--- config.mk ---
export PLATFORM = sky130hd
export DESIGN_NAME = forn_cell
export DESIGN_NICKNAME = d
export VERILOG_FILES = /design/src/rtl/assert_macros.svh /design/src/rtl/forn_pkg.sv /design/src/rtl/forn_cell.sv
export SDC_FILE = /design/constraint.sdc
export NUM_CORES = 1
export LEC_CHECK = 0
export ABC_AREA = 1
export BUFFER_PORTS_ARGS = -buffer_cell sky130_fd_sc_hd__buf_2
export CORE_MARGIN = 1.5
export CORE_UTILIZATION = 45
export DETAILED_ROUTE_END_ITERATION = 10
export PLACE_DENSITY_LB_ADDON = 0.25
export SETUP_SLACK_MARGIN = 0.1
export SLEW_MARGIN = 30
export SYNTH_ARGS = -nofsm -noshare
export SYNTH_HDL_FRONTEND = slang
export SYNTH_SLANG_ARGS = --single-unit
--- constraint.sdc ---
create_clock -name clk -period 2.6 [get_ports clk]
set_clock_uncertainty 0.1 [all_clocks]
set_input_delay 0.26 -clock clk [delete_from_list [all_inputs] [get_ports clk]]
set_output_delay 0.26 -clock clk [all_outputs]
set_load 0.005 [all_outputs]
--- src/rtl/assert_macros.svh ---
// Assertion macros used by the top level of the renumbering block.
`ifndef ASSERT_MACROS_SVH
`define ASSERT_MACROS_SVH

`ifndef SYNTHESIS
// Property must hold at every rising clock edge outside reset.
`define FORN_ASSERT(lbl, clk, rst_n, prop) \
	lbl: assert property (@(posedge clk) disable iff (!(rst_n)) (prop)) \
		else $error("renumbering assertion failed");
// Condition must never be true outside reset.
`define FORN_NEVER(lbl, clk, rst_n, cond) \
	lbl: assert property (@(posedge clk) disable iff (!(rst_n)) !(cond)) \
		else $error("renumbering forbidden condition seen");
`else
`define FORN_ASSERT(lbl, clk, rst_n, prop)
`define FORN_NEVER(lbl, clk, rst_n, cond)
`endif

`endif

--- src/rtl/forn_pkg.sv ---
// Types and field widths shared by the renumbering block.
package forn_pkg;

	localparam int unsigned VALUE_W    = 32;
	localparam int unsigned DENSE_ID_W = 6;
	localparam int unsigned COUNT_W    = 7;

	// Flags and payload of one identifier as it walks down the cell row
	typedef struct packed {
		logic [VALUE_W-1:0] node_value;
		logic               first_item;
		logic               last_item;
		logic               found;    // matched a stored slot
		logic               claimed;  // stored into a free slot
	} item_t;

endpackage

--- src/rtl/forn_cell.sv ---
// One table slot of the renumbering row, with the stage register to its neighbor.
module forn_cell #(
	parameter int unsigned IdW   = 6,
	parameter int unsigned CntW  = 7,
	parameter int unsigned Index = 0
) (
	input  logic                  clk,
	input  logic                  arst_n,
	input  logic                  advance,
	input  logic                  prev_valid,
	input  forn_pkg::item_t       prev_item,
	input  logic [IdW-1:0]        prev_id,
	input  logic [CntW-1:0]       prev_count,
	output logic                  next_valid,
	output forn_pkg::item_t       next_item,
	output logic [IdW-1:0]        next_id,
	output logic [CntW-1:0]       next_count
);

	logic [forn_pkg::VALUE_W-1:0] stored_q;
	logic                         occupied_q;
	logic                         valid_q;
	forn_pkg::item_t              item_q;
	logic [IdW-1:0]               id_q;
	logic [CntW-1:0]              count_q;

	logic            occ_eff;
	logic            hit;
	logic            claim;
	logic            move;
	forn_pkg::item_t item_d;

	// A set-opening beat sees the slot as free; it clears it on the way past
	assign occ_eff = occupied_q & ~prev_item.first_item;
	assign hit     = occ_eff & ~prev_item.found & ~prev_item.claimed
		& (stored_q == prev_item.node_value);
	assign claim   = ~occ_eff & ~prev_item.found & ~prev_item.claimed;
	assign move    = advance & prev_valid;

	always_comb begin
		item_d         = prev_item;
		item_d.found   = prev_item.found | hit;
		item_d.claimed = prev_item.claimed | claim;
	end

	// Slot contents
	always_ff @(posedge clk) begin
		if (move && claim) begin
			stored_q <= prev_item.node_value;
		end
	end

	always_ff @(posedge clk or negedge arst_n) begin
		if (!arst_n) begin
			occupied_q <= 1'b0;
		end else if (move) begin
			if (claim) begin
				occupied_q <= 1'b1;
			end else if (prev_item.first_item) begin
				occupied_q <= 1'b0;
			end
		end
	end

	// Stage register toward the next cell
	always_ff @(posedge clk or negedge arst_n) begin
		if (!arst_n) begin
			valid_q <= 1'b0;
		end else if (advance) begin
			valid_q <= prev_valid;
		end
	end

	always_ff @(posedge clk) begin
		if (move) begin
			item_q  <= item_d;
			id_q    <= (hit || claim) ? IdW'(Index) : prev_id;
			count_q <= prev_count + CntW'(occ_eff | claim);
		end
	end

	assign next_valid = valid_q;
	assign next_item  = item_q;
	assign next_id    = id_q;
	assign next_count = count_q;

endmodule

Word-level counts from Yosys, hierarchy flattened. Index checks and enable logic that the tools add are counted.

Flip-flop bits (word level): 83. Input port bits: 53. Output and inout port bits: 50.

$add $sub $neg: 1. Eq/ne operators: 1. Muxes and demuxes: 2. Bitwise logic cells: 14. Reductions and logical operators: 4.

Operator list (number): 32-bit == test (1); 7-bit by 1-bit adder with 7-bit output (1); 1-bit AND (7); 1-bit NOT (4); 1-bit OR (3); 1-bit two-way mux (2); 2-bit AND reduction (1); 2-bit nonzero test (1); 1-bit logical AND (1); 1-bit logical OR (1).

Longest topological paths before layout.
Depth after elaboration: 7. Gate-level depth with buffers: 10. Depth with buffers taken out: 10.

Least setup slack after synthesis. No wires, ideal clock.

Kind: register to register. Start point: reg occupied_q. End point: reg stored_q[0] (netlist bit), enable pin. Setup time: 0.421 ns. Data arrival time: 2.011 ns. Data required time: 2.079 ns. Slack: 0.068 ns. Stages on the path, launching flop included: 6. Cell sequence: dfrtp_1 > nand2_2 > inv_1 > nor2_1 > inv_1 > nor2_1.

Word-level cells in the longest chain between the ends: 5.

RTL lines: start: declaration (line forn_cell.sv:21) `logic occupied_q;`; start signal: assignment (line forn_cell.sv:55) `occupied_q <= 1'b0;`; start signal: assignment (line forn_cell.sv:58) `occupied_q <= 1'b1;`; start signal: assignment (line forn_cell.sv:60) `occupied_q <= 1'b0;`; 1-bit AND (line forn_cell.sv:34) `assign occ_eff = occupied_q & ~prev_item.first_item;`; 1-bit NOT (line forn_cell.sv:37) `assign claim = ~occ_eff & ~prev_item.found & ~prev_item.claimed;`; 1-bit AND (2 in a row) (line forn_cell.sv:37); 1-bit logical AND (line forn_cell.sv:48) `if (move && claim) begin`; end signal: assignment (line forn_cell.sv:49) `stored_q <= prev_item.node_value;`; end: declaration (line forn_cell.sv:20) `logic [forn_pkg::VALUE_W-1:0] stored_q;`.

Every way passes these cells. A chain may end at the register's enable or synchronous reset.

Final worst setup path.
Start point: in prev_item[3] (netlist bit). End point: reg stored_q[30] (netlist bit), enable pin.

Word-level cells in the longest chain between the ends: 6.

RTL lines: start: declaration (line forn_cell.sv:11) `input forn_pkg::item_t prev_item,`; 1-bit NOT (line forn_cell.sv:34); 1-bit AND (line forn_cell.sv:34); 1-bit NOT (line forn_cell.sv:37); 1-bit AND (2 in a row) (line forn_cell.sv:37); 1-bit logical AND (line forn_cell.sv:48).

Every way passes these cells.

==> impl_metrics.env <==
export IMPL_status="completed"
export IMPL_routed_wl_met3_um=288
export IMPL_io_pins=103
export IMPL_area_growth_pct=28.2
export IMPL_clockBufferDepth=2
export IMPL_crit_family="buffers and inverters"
export IMPL_met2_length_um=2690
export IMPL_dp_slack_ps=947
export IMPL_worst_pin_slew_ps=512
export IMPL_ant_nets=0
export IMPL_syn_area_mm2=0.00316
export IMPL_drc=0
export IMPL_rows=30
export IMPL_grt_usage_pct=14.9
export IMPL_hpwl_um=3940
export IMPL_worstPathMaxFanout=32
export IMPL_core_mm2=0.00679
export IMPL_grt_pass1_vias=1724
export IMPL_yosysSeqAreaShare_pct=78.7
export IMPL_fin_nets=364
export IMPL_start_util_pct=46.4
export IMPL_slew_headroom_pct=65.8
export IMPL_cp_required_ps=2500
export IMPL_cp_start_kind="input port"
export IMPL_worstSkewPairLatency_ps=350
export IMPL_grt_pass1_wl_um=8030
export IMPL_critPathCaptureType="flop"
export IMPL_grt_start_max_net_pins=33
export IMPL_grt_overflow_total=0
export IMPL_finalMaxSlewViolations=0
export IMPL_htreeDepth=3
export IMPL_fin_crit_sh_pct=70.2
export IMPL_die_area_mm2=0.00752
export IMPL_die_h_um=86.7
export IMPL_netlist_cell_type_count=18
export IMPL_ir_drop_mv=0.291
export IMPL_post_cts_resized=0
export IMPL_drt_met1_wl_um=2400
export IMPL_topRoutingLayerUsed="met4"
export IMPL_layout_drive_gt1_share_pct=44.9
export IMPL_cts_num_sinks=83
export IMPL_syn_num_nets=246
export IMPL_finalHoldViolations=0
export IMPL_vias=1836
export IMPL_synth_seq_cells=83
export IMPL_drv_cap=0
export IMPL_synth_cells=191
export IMPL_path_clk_slew_ps=80
export IMPL_viasPerCell=4.48
export IMPL_setup_ws_ps=775
export IMPL_cts_tree="yes"
export IMPL_fin_setup_tns_ps=0
export IMPL_avgSynthCellArea_um2=16.5
export IMPL_routed_wl_um=5490
export IMPL_setup_violations=0
export IMPL_firstDrtPassIters=4
export IMPL_hold_buffers=3
export IMPL_hold_path_class="input port to flop"
export IMPL_path_buf_inv=6
export IMPL_crit_type="input port to flop"
export IMPL_cts_root_buf="clkbuf_8"
export IMPL_p_per_area_mw_per_mm2=657
export IMPL_finalWeightedCongestion=0.689
export IMPL_fin_crit_ps=1820
export IMPL_cp_arrival_ps=1730
export IMPL_cp_cell_sequence="dlygate4sd3_1, buf_2, inv_2, nand2_2, inv_1, nor2_1, inv_1, nor2_4, buf_4"
export IMPL_drtIter0Drc=59
export IMPL_ys_warn_count=0
export IMPL_rsz0062_at_grt="false"
export IMPL_die_w_um=86.7
export IMPL_cts_made_buffers=9
export IMPL_slowest_delay_ps=520
export IMPL_layout_commonest_cell="buf_2"
export IMPL_p_leak_nw=1.60
export IMPL_io_buffers=102
export IMPL_final_cell_mix="102 x buf_2, 81 x edfxtp_1, 26 x xnor2_1"
export IMPL_antenna_found_initial=0
export IMPL_cts_setup_buffers=0
export IMPL_crit_path_top_delay_cell="dlygate4sd3_1"
export IMPL_diodes=0
export IMPL_routedWlPerCell_um=13.4
export IMPL_cp_common_cell="inv_1"
export IMPL_fmax_mhz=548
-- where the power goes --
| part | switching [W] | total [W] | internal [W] |
|---|---|---|---|
| combinational | 0.000114 | 0.000216 | 0.000102 |
| sequential | 0.0000166 | 0.00156 | 0.00154 |
| clock | 0.000447 | 0.000887 | 0.000440 |
-- through the flow --
step           instance area, µm²  util (%)  total power [W]  hold WS [ps]  std cells
6_report                     4040      59.5          0.00266          26.0        410
3_3_place_gp                 3820      56.2          0.00180         -51.1        391
2_1_floorplan                3160         -          0.00167          -136        191
5_1_grt                      4040      59.5          0.00277          4.65        410
3_5_place_dp                 3820      56.2          0.00180         -48.8        391
4_1_cts                      4040      59.5          0.00269          11.6        410
-- final cells by class --
type / count / area, µm²
clock buffers: 9 / 124
clock inverters: 7 / 68.8
well taps: 96 / 120
inverters: 16 / 60.1
multi-input cells: 92 / 621
fillers: 529 / 2750
flip-flops and latches: 83 / 2480
repair buffers: 107 / 568
-- flip-flops by register name, indices dropped and copies added (netlist names) --
| register | cells |
|---|---|
| occupied_q | 1 |
| next_item | 36 |
| next_id | 6 |
| stored_q | 32 |
| next_valid | 1 |
| next_count | 7 |
-- synthesized netlist by cell type --
master    number  area share, %
nand4_1        2           0.40
nand3_1        4           0.63
o21ai_0        4           0.63
nor2_1        13            1.5
inv_2          3           0.36
xor2_2         1           0.52
nand2_1       17            2.0
nand2_4        1           0.36
xnor2_1       26            7.2
xor2_1         8            2.2
edfxtp_1      81             77
nand2_2        2           0.40
nor2_2        10            2.0
nand3_2        1           0.32
nand4_2        1           0.40
dfrtp_1        2            1.6
ha_1           2           0.79
inv_1         13            1.5
-- per-layer routing --
metal | GRT usage [%] | vias up
li1 | - | 897
met1 | 18.2 | 873
met2 | 22.9 | 56
met3 | 6.10 | 10
met4 | 7.62 | 0
met5 | 0 | -
-- worst register-to-register path: cells and delay by family, from the launching register on --
kind / cells / cell delay (ps)
DFF: 1 / 400
and+or+nand+nor: 3 / 260
buffers and inverters: 3 / 530
-- cells by family after synthesis --
kind of cell / Yosys count / share of synthesized area, %
and+or+nand+nor: 51 / 8.05
AOI/OAI and AO/OA: 4 / 0.634
DFF: 83 / 78.7
xor gates and xnor gates: 35 / 9.95
adders and majority gates: 2 / 0.793
buffers and inverters: 16 / 1.90
-- worst paths after layout --
| path | from | depth (start not counted) | endpoint | slack (ps) |
|---|---|---|---|---|
| max in group asynchronous | arst_n | 2 | occupied_q$_DFFE_PN0P_ | 2140 |
| min in group asynchronous | arst_n | 2 | next_valid$_DFFE_PN0P_ | 160 |
| worst max register to register | occupied_q$_DFFE_PN0P_ | 6 | stored_q[30]$_DFFE_PP_ | 940 |
| worst min-delay path | prev_item[9] | 1 | next_item[9]$_DFFE_PP_ | 30 |
| worst min register to register | occupied_q$_DFFE_PN0P_ | 2 | occupied_q$_DFFE_PN0P_ | 460 |
| worst max-delay path | prev_item[3] | 9 | stored_q[30]$_DFFE_PP_ | 780 |
Note: power is estimated with default switching activity, not from simulation.
